<file path="src/hw/rtl/r64enc_pkg.sv">
// Shared types and constants for the radix-64 frame encoder.
// Used by the front, queue and back modules and the top level; no dependencies.
package r64enc_pkg;

    localparam logic [7:0] CH_START     = 8'h23;  // '#'
    localparam logic [7:0] CH_OFFSET    = 8'h3D;  // '='
    localparam logic [7:0] CH_END       = 8'h0D;  // carriage return
    localparam logic [7:0] CH_ADDR_BASE = 8'h61;  // 'a'

    localparam int unsigned SUM_W = 12;

    // Configuration register indexes.
    localparam logic [7:0] REG_DEVICE_ADDRESS = 8'd0;
    localparam logic [7:0] REG_COMMAND_CODE   = 8'd1;

    // One unit of work handed from the front to the back.
    typedef struct packed {
        logic       hdr;    // emit the three header characters first
        logic       chunk;  // emit four characters for b0..b2
        logic [7:0] b0;
        logic [7:0] b1;
        logic [7:0] b2;
        logic       tail;   // emit checksum and carriage return last
    } t_cmd;

    // Back-end sequencer steps. ST_ENTRY means "first step of the head entry".
    typedef enum logic [3:0] {
        ST_ENTRY,
        ST_H0, ST_H1, ST_H2,
        ST_C0, ST_C1, ST_C2, ST_C3,
        ST_T0, ST_T1, ST_T2
    } t_step;

endpackage

</file>
<file path="src/hw/rtl/r64enc_front.sv">
// Front end of the radix-64 frame encoder: accepts payload words and groups them
// into chunks and frame events. Depends on r64enc_pkg.
module r64enc_front
    import r64enc_pkg::*;
(
    input  logic       i_clk,
    input  logic       i_rst_n,
    input  logic       i_valid,
    output logic       o_ready,
    input  logic [7:0] i_data_byte,
    input  logic       i_last_byte,
    input  logic       i_queue_full,
    output logic       o_push,
    output t_cmd       o_cmd
);

    logic        r_in_frame, n_in_frame;
    logic [1:0]  r_fill, n_fill;
    logic [15:0] r_held, n_held;

    logic        accept;
    logic [1:0]  fill_eff;
    logic [15:0] held_eff;
    t_cmd        cmd;

    assign o_ready = !i_queue_full;
    assign accept  = i_valid && o_ready;

    always_comb begin
        // A new frame starts with an empty chunk.
        fill_eff   = r_in_frame ? r_fill : 2'd0;
        held_eff   = r_in_frame ? r_held : 16'h0000;
        cmd        = '0;
        cmd.hdr    = !r_in_frame;
        cmd.tail   = i_last_byte;
        n_in_frame = r_in_frame;
        n_fill     = r_fill;
        n_held     = r_held;

        unique case (fill_eff)
            2'd2: begin
                cmd.chunk = 1'b1;
                cmd.b0    = held_eff[15:8];
                cmd.b1    = held_eff[7:0];
                cmd.b2    = i_data_byte;
                n_fill    = 2'd0;
                n_held    = 16'h0000;
            end
            2'd1: begin
                n_fill    = 2'd2;
                n_held    = {held_eff[15:8], i_data_byte};
                // Final byte completes a two-byte partial chunk.
                cmd.chunk = i_last_byte;
                cmd.b0    = held_eff[15:8];
                cmd.b1    = i_data_byte;
                cmd.b2    = 8'h00;
            end
            default: begin
                n_fill    = 2'd1;
                n_held    = {i_data_byte, 8'h00};
                cmd.chunk = i_last_byte;
                cmd.b0    = i_data_byte;
                cmd.b1    = 8'h00;
                cmd.b2    = 8'h00;
            end
        endcase

        n_in_frame = 1'b1;
        if (i_last_byte) begin
            n_in_frame = 1'b0;
            n_fill     = 2'd0;
            n_held     = 16'h0000;
        end
    end

    assign o_push = accept && (cmd.hdr || cmd.chunk || cmd.tail);
    assign o_cmd  = cmd;

    always_ff @(posedge i_clk) begin
        if (!i_rst_n) begin
            r_in_frame <= 1'b0;
            r_fill     <= 2'd0;
            r_held     <= 16'h0000;
        end else if (accept) begin
            r_in_frame <= n_in_frame;
            r_fill     <= n_fill;
            r_held     <= n_held;
        end
    end

endmodule

</file>
<file path="src/hw/rtl/r64enc_queue.sv">
// Small command queue between the front and back of the radix-64 frame encoder.
// Depends on r64enc_pkg for the command type.
module r64enc_queue
    import r64enc_pkg::*;
#(
    parameter int unsigned DEPTH = 4
) (
    input  logic i_clk,
    input  logic i_rst_n,
    input  logic i_push,
    input  t_cmd i_cmd,
    input  logic i_pop,
    output t_cmd o_head,
    output logic o_empty,
    output logic o_full
);

    localparam int unsigned PTR_W = (DEPTH > 1) ? $clog2(DEPTH) : 1;
    localparam int unsigned CNT_W = $clog2(DEPTH + 1);
    localparam logic [PTR_W-1:0] PTR_LAST = PTR_W'(DEPTH - 1);
    localparam logic [CNT_W-1:0] CNT_FULL = CNT_W'(DEPTH);

    t_cmd             r_mem [DEPTH];
    logic [PTR_W-1:0] r_wr_ptr, r_rd_ptr;
    logic [CNT_W-1:0] r_count;
    logic             do_push, do_pop;

    assign o_empty = (r_count == '0);
    assign o_full  = (r_count == CNT_FULL);
    assign o_head  = r_mem[r_rd_ptr];
    assign do_push = i_push && !o_full;
    assign do_pop  = i_pop && !o_empty;

    always_ff @(posedge i_clk) begin
        if (do_push) begin
            r_mem[r_wr_ptr] <= i_cmd;
        end
    end

    always_ff @(posedge i_clk) begin
        if (!i_rst_n) begin
            r_wr_ptr <= '0;
            r_rd_ptr <= '0;
            r_count  <= '0;
        end else begin
            if (do_push) begin
                r_wr_ptr <= (r_wr_ptr == PTR_LAST) ? '0 : r_wr_ptr + 1'b1;
            end
            if (do_pop) begin
                r_rd_ptr <= (r_rd_ptr == PTR_LAST) ? '0 : r_rd_ptr + 1'b1;
            end
            if (do_push && !do_pop) begin
                r_count <= r_count + 1'b1;
            end else if (do_pop && !do_push) begin
                r_count <= r_count - 1'b1;
            end
        end
    end

endmodule

</file>
<file path="src/hw/rtl/r64enc_back.sv">
// Back end of the radix-64 frame encoder: steps through each queued command,
// one character per cycle while the output is free or accepted,
// keeps the checksum and drives the output register. Depends on r64enc_pkg.
module r64enc_back
    import r64enc_pkg::*;
(
    input  logic       i_clk,
    input  logic       i_rst_n,
    input  t_cmd       i_head,
    input  logic       i_empty,
    output logic       o_pop,
    input  logic [7:0] i_device_address,
    input  logic [7:0] i_command_code,
    output logic       o_valid,
    input  logic       i_ready,
    output logic [7:0] o_out_char,
    output logic       o_frame_end
);

    t_step            r_step, n_step;
    t_step            step;
    logic [SUM_W-1:0] r_sum, n_sum;
    logic             r_valid;
    logic [7:0]       r_char;
    logic             r_end;
    logic             advance;
    logic [7:0]       ch;
    logic             ch_end;
    logic             ch_summed;

    assign advance = !i_empty && (!r_valid || i_ready);

    // Next step and queue pop.
    always_comb begin
        priority if (r_step != ST_ENTRY) begin
            step = r_step;
        end else if (i_head.hdr) begin
            step = ST_H0;
        end else if (i_head.chunk) begin
            step = ST_C0;
        end else begin
            step = ST_T0;
        end

        n_step = r_step;
        o_pop  = 1'b0;
        if (advance) begin
            unique case (step)
                ST_H0: n_step = ST_H1;
                ST_H1: n_step = ST_H2;
                ST_H2: begin
                    priority if (i_head.chunk) begin
                        n_step = ST_C0;
                    end else if (i_head.tail) begin
                        n_step = ST_T0;
                    end else begin
                        n_step = ST_ENTRY;
                        o_pop  = 1'b1;
                    end
                end
                ST_C0: n_step = ST_C1;
                ST_C1: n_step = ST_C2;
                ST_C2: n_step = ST_C3;
                ST_C3: begin
                    if (i_head.tail) begin
                        n_step = ST_T0;
                    end else begin
                        n_step = ST_ENTRY;
                        o_pop  = 1'b1;
                    end
                end
                ST_T0: n_step = ST_T1;
                ST_T1: n_step = ST_T2;
                ST_T2: begin
                    n_step = ST_ENTRY;
                    o_pop  = 1'b1;
                end
                default: n_step = ST_ENTRY;
            endcase
        end
    end

    // Character for the current step.
    always_comb begin
        ch        = 8'h00;
        ch_end    = 1'b0;
        ch_summed = 1'b1;
        unique case (step)
            ST_H0: ch = CH_START;
            ST_H1: ch = CH_ADDR_BASE + i_device_address;
            ST_H2: ch = i_command_code;
            ST_C0: ch = CH_OFFSET + {2'b00, i_head.b0[7:2]};
            ST_C1: ch = CH_OFFSET + {2'b00, i_head.b0[1:0], i_head.b1[7:4]};
            ST_C2: ch = CH_OFFSET + {2'b00, i_head.b1[3:0], i_head.b2[7:6]};
            ST_C3: ch = CH_OFFSET + {2'b00, i_head.b2[5:0]};
            ST_T0: begin
                ch        = CH_OFFSET + {2'b00, r_sum[11:6]};
                ch_summed = 1'b0;
            end
            ST_T1: begin
                ch        = CH_OFFSET + {2'b00, r_sum[5:0]};
                ch_summed = 1'b0;
            end
            ST_T2: begin
                ch        = CH_END;
                ch_end    = 1'b1;
                ch_summed = 1'b0;
            end
            default: ch_summed = 1'b0;
        endcase

        // The checksum restarts with the frame's first character.
        if (step == ST_H0) begin
            n_sum = {{(SUM_W-8){1'b0}}, CH_START};
        end else if (ch_summed) begin
            n_sum = r_sum + {{(SUM_W-8){1'b0}}, ch};
        end else begin
            n_sum = r_sum;
        end
    end

    always_ff @(posedge i_clk) begin
        if (!i_rst_n) begin
            r_step  <= ST_ENTRY;
            r_sum   <= '0;
            r_valid <= 1'b0;
        end else begin
            r_step <= n_step;
            if (advance) begin
                r_sum   <= n_sum;
                r_valid <= 1'b1;
            end else if (i_ready) begin
                r_valid <= 1'b0;
            end
        end
    end

    always_ff @(posedge i_clk) begin
        if (advance) begin
            r_char <= ch;
            r_end  <= ch_end;
        end
    end

    assign o_valid     = r_valid;
    assign o_out_char  = r_char;
    assign o_frame_end = r_end;

endmodule

</file>
<file path="src/hw/rtl/radix64_frame_encoder.sv">
// Top level of the radix-64 frame encoder: configuration registers and the
// front, queue and back instances. Depends on r64enc_pkg and the r64enc_* modules.
//
//   channel   | direction | handshake          | word contents (low bit up)
//   ----------+-----------+--------------------+-------------------------------------
//   s_*       | in        | s_tvalid/s_tready  | tdata: data_byte[7:0]; tlast: last_byte
//   m_*       | out       | m_tvalid/m_tready  | tdata: out_char[7:0]; tlast: frame_end
//   i_cfg_*   | in        | valid/o_cfg_ready  | index[7:0], data[7:0]
//
// The back end emits one character per cycle while a command is queued and the output
// is accepted, which sets the sustained rate: a long frame costs four output characters
// per three payload words, plus three header and three trailer characters per frame.
// The front accepts one word per cycle as long as the command queue (QUEUE_DEPTH
// entries) has room; a word that only fills a chunk takes no queue slot. The output
// register holds one character; while it waits unaccepted the back stalls, and the
// queue lets the front keep taking words until it fills. Reset is synchronous and
// active low; it empties the queue, drops the output word and restores the register
// defaults. Configuration writes are taken at any time.
module radix64_frame_encoder
    import r64enc_pkg::*;
#(
    parameter int unsigned QUEUE_DEPTH = 4
) (
    input  logic       i_clk,
    input  logic       i_rst_n,
    input  logic       s_tvalid,
    output logic       s_tready,
    input  logic [7:0] s_tdata,     // [7:0] data_byte
    input  logic       s_tlast,
    output logic       m_tvalid,
    input  logic       m_tready,
    output logic [7:0] m_tdata,     // [7:0] out_char
    output logic       m_tlast,
    input  logic       i_cfg_valid,
    output logic       o_cfg_ready,
    input  logic [7:0] i_cfg_index,
    input  logic [7:0] i_cfg_data
);

    logic [7:0] r_device_address;
    logic [7:0] r_command_code;

    logic queue_full;
    logic queue_empty;
    logic push;
    logic pop;
    t_cmd push_cmd;
    t_cmd head_cmd;

    // Registers are always writable; unknown indexes are dropped.
    assign o_cfg_ready = 1'b1;

    always_ff @(posedge i_clk) begin
        if (!i_rst_n) begin
            r_device_address <= 8'd1;
            r_command_code   <= 8'd73;
        end else if (i_cfg_valid) begin
            if (i_cfg_index == REG_DEVICE_ADDRESS) begin
                r_device_address <= i_cfg_data;
            end
            if (i_cfg_index == REG_COMMAND_CODE) begin
                r_command_code <= i_cfg_data;
            end
        end
    end

    // The front decides per word whether a header, a chunk and a trailer are due.
    r64enc_front u_front (
        .i_clk        (i_clk),
        .i_rst_n      (i_rst_n),
        .i_valid      (s_tvalid),
        .o_ready      (s_tready),
        .i_data_byte  (s_tdata),
        .i_last_byte  (s_tlast),
        .i_queue_full (queue_full),
        .o_push       (push),
        .o_cmd        (push_cmd)
    );

    r64enc_queue #(
        .DEPTH (QUEUE_DEPTH)
    ) u_queue (
        .i_clk   (i_clk),
        .i_rst_n (i_rst_n),
        .i_push  (push),
        .i_cmd   (push_cmd),
        .i_pop   (pop),
        .o_head  (head_cmd),
        .o_empty (queue_empty),
        .o_full  (queue_full)
    );

    // The back turns each command into characters and keeps the frame checksum.
    r64enc_back u_back (
        .i_clk            (i_clk),
        .i_rst_n          (i_rst_n),
        .i_head           (head_cmd),
        .i_empty          (queue_empty),
        .o_pop            (pop),
        .i_device_address (r_device_address),
        .i_command_code   (r_command_code),
        .o_valid          (m_tvalid),
        .i_ready          (m_tready),
        .o_out_char       (m_tdata),
        .o_frame_end      (m_tlast)
    );

endmodule

</file>
<file path="config.mk">
export PLATFORM = sky130hd
export DESIGN_NAME = radix64_frame_encoder
export DESIGN_NICKNAME = d
export VERILOG_FILES = /design/src/hw/rtl/r64enc_pkg.sv /design/src/hw/rtl/r64enc_front.sv /design/src/hw/rtl/r64enc_queue.sv /design/src/hw/rtl/r64enc_back.sv /design/src/hw/rtl/radix64_frame_encoder.sv
export SDC_FILE = /design/constraint.sdc
export NUM_CORES = 1
export LEC_CHECK = 0
export ABC_CLOCK_PERIOD_IN_PS = 4100
export BUFFER_PORTS_ARGS = -buffer_cell sky130_fd_sc_hd__clkbuf_2
export CAP_MARGIN = 10
export CORE_ASPECT_RATIO = 0.6
export CORE_MARGIN = 1
export CORE_UTILIZATION = 55
export DETAILED_ROUTE_END_ITERATION = 10
export PLACE_DENSITY = 0.81
export SLEW_MARGIN = 20
export SYNTH_ARGS = -nofsm -noshare
export SYNTH_HDL_FRONTEND = slang
export SYNTH_SLANG_ARGS = --single-unit
</file>
<file path="constraint.sdc">
create_clock -name i_clk -period 4.1 [get_ports i_clk]
set_input_delay 0.205 -clock i_clk [delete_from_list [all_inputs] [get_ports i_clk]]
set_output_delay 0.205 -clock i_clk [all_outputs]
set_load 0.01 [all_outputs]
</file>
; ---- Yosys cells after proc, flatten, opt, wreduce, memory -nomap -nowiden
; Memories as Yosys holds them, arrays and structs flattened. A register that Yosys moved wholly into a read port is not among the register bits.
; Index checks and enable logic that the tools add are counted.
[totals]
output_inout_bits = 12
in_bits = 30
ff_bits = 68
ramBits = 108
n_memories = 1
word_cells = 101
[op_classes]
addsub = 12
muxes = 33
reduce_logical = 26
eq_ne = 16
[memory_table]
columns = memory, words, word_bits, rd, rd_ports_with_merged_regs, wr, line_no
row1 = u_queue.r_mem, 4, 27, 1, 1, 1, r64enc_queue.sv:23  ; t_cmd r_mem [DEPTH];
[ops]
columns = cell, n
row1 = $pmux W8 S10, 1
row2 = $pmux W25 S2, 1
row3 = $add A6 B6 Y7 const A, 6
row4 = $pmux W4 S9, 1
row5 = $mux W16, 2
row6 = $pmux W16 S2, 1
row7 = $mux W12, 2
row8 = $mux W4, 5
row9 = $eq A4 B3 Y1 const B, 4
row10 = $add A12 B8 Y12, 1
row11 = $eq A4 B4 Y1 const B, 3
row12 = $mux W2, 6
row13 = $mux W1, 10
row14 = $add A7 B8 Y8 const A, 1
row15 = $eq A4 B2 Y1 const B, 2
row16 = $eq A8 B1 Y1 const B, 1
row17 = $logic_not A8 Y1, 1
row18 = $logic_and A1 B1 Y1, 7
row19 = $reduce_or A7 Y1, 1
row20 = $eq A2 B2 Y1 const B, 3
row21 = $logic_not A1 Y1, 6
row22 = $mux W3, 2
row23 = $reduce_and A2 Y1, 3
row24 = $reduce_bool A2 Y1, 3
row25 = 11 further kinds, 14

; ---- Depth between registers and ports, before layout
[depth]
word_depth = 11
ltp_mapped = 17

; ---- Modules after synthesis
; From an unflattened synthesis, not the netlist that was laid out.
[hier_totals]
hier_cells = 647
area_unflattened_um2 = 8371.8
[by_module_without_submodules]
columns = module, instances, cells_each, area_each_um2, seq_area_each_um2
row1 = r64enc_queue, 1, 192, 4424.2, 3423.3
row2 = r64enc_back, 1, 271, 2204.6, 610.6
row3 = r64enc_front, 1, 114, 1068.5, 380.4
row4 = radix64_frame_encoder, 1, 70, 674.4, 320.3

; ---- Worst setup path after synthesis
; Ideal clock, no wire load.
[synth_timing]
kind = reg-to-reg
startpoint = register (tool-made name)
endpoint = register u_back.r_sum[11]
slack_ns = 0.177
t_required_ns = 4.027
stages_incl_launch_ff = 17
path_buffers = 2
setup_time_ns = 0.073
arrival_ns = 3.850
path_cell_list = dfxtp_1 buf_4 buf_4 mux4_2 and2_1 a2111o_1 ha_1 a22oi_1 inv_1 ha_1 a21o_1 a21o_1 a211oi_1 o21ai_0 a31oi_1 or4_1 a21oi_1
[synth_rtl]
columns = item, line_no
row1 = to (signal assigned), r64enc_back.sv:130  ; r_sum <= n_sum;
row2 = to (decl), r64enc_back.sv:22  ; logic [SUM_W-1:0] r_sum, n_sum;

==> out/metrics.yaml <==
status: "finished clean"
fin_nets: 803
slowest_stage: "mux4_2"
io_buffers: 40
fp.dieArea_um2: 15500
synthFlopType: "edfxtp_1"
gr-usage-met1_pct: 37.0
final.min_clock_period_ps: 4050
final_max_slew_viol_count: 0
cts_tree: "yes"
timing_hold_violations_final: 0
holdBufCountCts: 0
synth_edf_count: 117
final_cells: 964
p_sw_share_pct: 34.4
dpl.hpwl_um: 13500
met2_usage_pct: 38.3
dr.pass1.iters: 5
grt_pass1_vias: 5615
vias_per_cell: 6.17
layout_commonest_cell: "edfxtp_1"
grt_max_degree: 56
clkPwrFrac_pct: 25.7
wl_um: 19700
detail-route-antenna-nets: 0
postSynthAreaPerCell_um2: 12.3
cts_buffers: 17
grt_usage_pct: 25.1
clock_latency_ps: 420
antenna_found_initial: 0
cp-end-kind: "flop"
leakage_nw: 3.54
criticalPathCategory: "reg -> reg"
pwr-share-comb_pct: 38.0
drive_above_1_share_pct: 23.4
synth_top_area_share_pct: 42.6
crit_chain: "buf_12 > buf_6 > mux4_2 > mux2i_2 > o31ai_1 > o32a_2 > or4_1 > o211ai_1 > ha_1 > o21ai_0 > o21ai_1 > a31oi_2 > or4_1 > a21oi_1"
clock-sinks: 178
intPower_mw: 4.14
synth_top_area_cell: "edfxtp_1"
ys_ff_latch: 178
crit_family: "compound AO/OA/AOI/OAI gates"
holdCritPathClass: "in -> reg"
synth_cells: 672
cp_max_fo: 6
cp.arrival_ps: 4390
drt_iter0_drc: 624
n_antenna_cell: 0
die_w_um: 160
dp_cells: 918
core.rowCount: 34
ys_warn_count: 0
finClkSkew_ps: 13.6
vias: 5944
async_flop_share_pct: 0
finalPower_mw: 6.31
syn_nets: 722
rsz0062_at_grt: "true"
cpPeakStageDelay_ps: 560
met3_usage_pct: 4.93
path_buf_inv: 2
cp-start-kind: "flop"
max_freq_mhz: 247
grt_pass1_wl_um: 29700
drc: 0
place_area_um2: 8870
ys_types: 61
grt_remaining_overflow: 0
synth_area_leaders: "edfxtp_1 (43%), dfxtp_1 (15%), mux4_2 (6.0%)"
globalplace.congestion: 0.958
syn_area_um2: 8240
busiest_layer: "met2"
cts_buffer_depth: 2
start_util_pct: 56.6
peakVddDrop_mv: 0.434
fin_crit_sh_pct: 98.9
power.density_nw_per_um2: 645
path_clk_slew_ps: 80
fin_tns_setup_ps: 0
final_cell_mix: "edfxtp_1 (117), dfxtp_1 (59), nand2_1 (56)"
cp_common_cell: "or4_1"
pwr-share-seq_pct: 36.4
required_ps: 4430
fin_area_um2: 9790
wl_per_cell_um: 20.5
setup_viol: 0
coreArea_um2: 14500
synthToLayoutAreaGrowth_pct: 18.8
power.switching_mw: 2.17
cap_violations: 0
worst_pin_slew_ps: 1020
ys_seq_area_share_pct: 57.4
die_h_um: 96.8
relSlewSlack_pct: 32.1
clock-root-buffer: "clkbuf_16"
htree_num_levels: 4
io_pins: 42
## per-layer routing
| metal | routed length [µm] | part of all wire (%) | up-vias |
|---|---|---|---|
| met5 | 0 | 0 | - |
| met4 | 202 | 1.0 | 0 |
| met3 | 1830 | 9.3 | 21 |
| met2 | 9060 | 46 | 300 |
| met1 | 8630 | 44 | 2942 |
| li1 | - | - | 2681 |
## sequential cells by signal (all words and copies together) (netlist names), named ones only
| name | flops |
|---|---|
| u_back.o_valid | 1 |
| u_back.o_frame_end | 1 |
| u_front.r_in_frame | 1 |
| u_back.o_out_char | 8 |
| u_queue.r_mem | 108 |
| u_front.r_fill | 2 |
| r_command_code | 8 |
| r_device_address | 8 |
| u_back.r_sum | 12 |
| u_front.r_held | 16 |
| u_queue.r_rd_ptr | 2 |
| u_back.r_step | 4 |
| u_queue.r_wr_ptr | 2 |
| u_queue.r_count | 3 |
## power by group through the flow
stage	logic [mW]	clock network [mW]	registers, mW
4_1_cts	2.04	1.62	2.29
3_3_place_gp	1.88	0	2.31
6_report	2.40	1.62	2.30
5_1_grt	2.56	1.69	2.31
2_1_floorplan	1.25	0	2.31
3_5_place_dp	1.97	0	2.33
## area by class of cell
cell class | count | area [µm²]
Fill cell | 1012 | 4760
Inverter | 21 | 78.8
Tap cell | 198 | 248
Sequential cell | 178 | 4740
Clock buffer | 19 | 433
Multi-Input combinational cell | 442 | 3460
Clock inverter | 13 | 156
Timing Repair Buffer | 93 | 673
## Yosys cell counts (4+ instances only)
cell type / instances
o21ai_0: 25
mux4_2: 22
and2_1: 20
nand2_1: 56
a31oi_1: 7
nand2b_1: 4
xnor2_1: 9
a211oi_1: 6
mux2i_1: 34
dfxtp_1: 61
nand3_1: 19
a22o_1: 9
nor3b_1: 4
a21boi_0: 19
nor2b_1: 36
clkbuf_1: 22
a21o_1: 6
xor2_1: 6
a22oi_1: 21
edfxtp_1: 117
a21oi_1: 20
nor3_1: 8
ha_1: 18
inv_1: 21
nor2_1: 38
o31ai_1: 5
## through the flow
| step | hold slack [ps] | utilization (%) | worst slack [ps] |
|---|---|---|---|
| after CTS | 9.85 | 65.2 | 16.9 |
| after detailed placement | 445 | 61.0 | -214 |
| after global routing | 34.8 | 67.3 | -92.2 |
| after floorplan | 304 | - | 177 |
| final | 21.2 | 67.3 | 46.5 |
| after global placement | 434 | 61.0 | -57.7 |
## worst reg2reg max path, stage by stage (launching register included)
cell      delay [ps]
dfxtp_4          400
buf_12           130
buf_6            130
mux4_2           560
mux2i_2          200
o31ai_1          130
o32a_2           460
or4_1            570
o211ai_1         200
ha_1             200
o21ai_0           80
o21ai_1          200
a31oi_2          150
or4_1            410
a21oi_1          130
## timing repair
action / 4_1_cts / 5_1_grt
buffers inserted: 0 / 13
endpoints found under the setup margin: 7 / 7
pin swaps: 2 / 19
gates resized for setup: 11 / 41
cloned: 0 / 1
## kinds of logic after synthesis
kind of cell,Yosys count,synth area share (%)
AND/OR/NAND/NOR,205,12.6
flip-flops,178,57.4
AO/OA/AOI/OAI,145,12.3
multiplexers,56,10.1
buffers and inverters,52,2.64
adder cells (fa/ha/maj),20,3.22
XOR/XNOR,15,1.59
other,1,0.0455
## path summary, 6_finish.rpt
check | from | endpoint | slack, ps | cells after the start
worst min register to register | u_front.r_fill[1]$_SDFFE_PN0P_ | u_front.r_fill[1]$_SDFFE_PN0P_ | 470 | 2
worst max register to register | flop | u_back.r_sum[11]$_SDFFE_PN0P_ | 50 | 14
worst max-delay path | flop | u_back.r_sum[11]$_SDFFE_PN0P_ | 50 | 14
worst min-delay path | i_cfg_data[6] | r_command_code[6]$_SDFFE_PN1P_ | 20 | 3
Note: power is estimated with default switching activity, not from simulation.
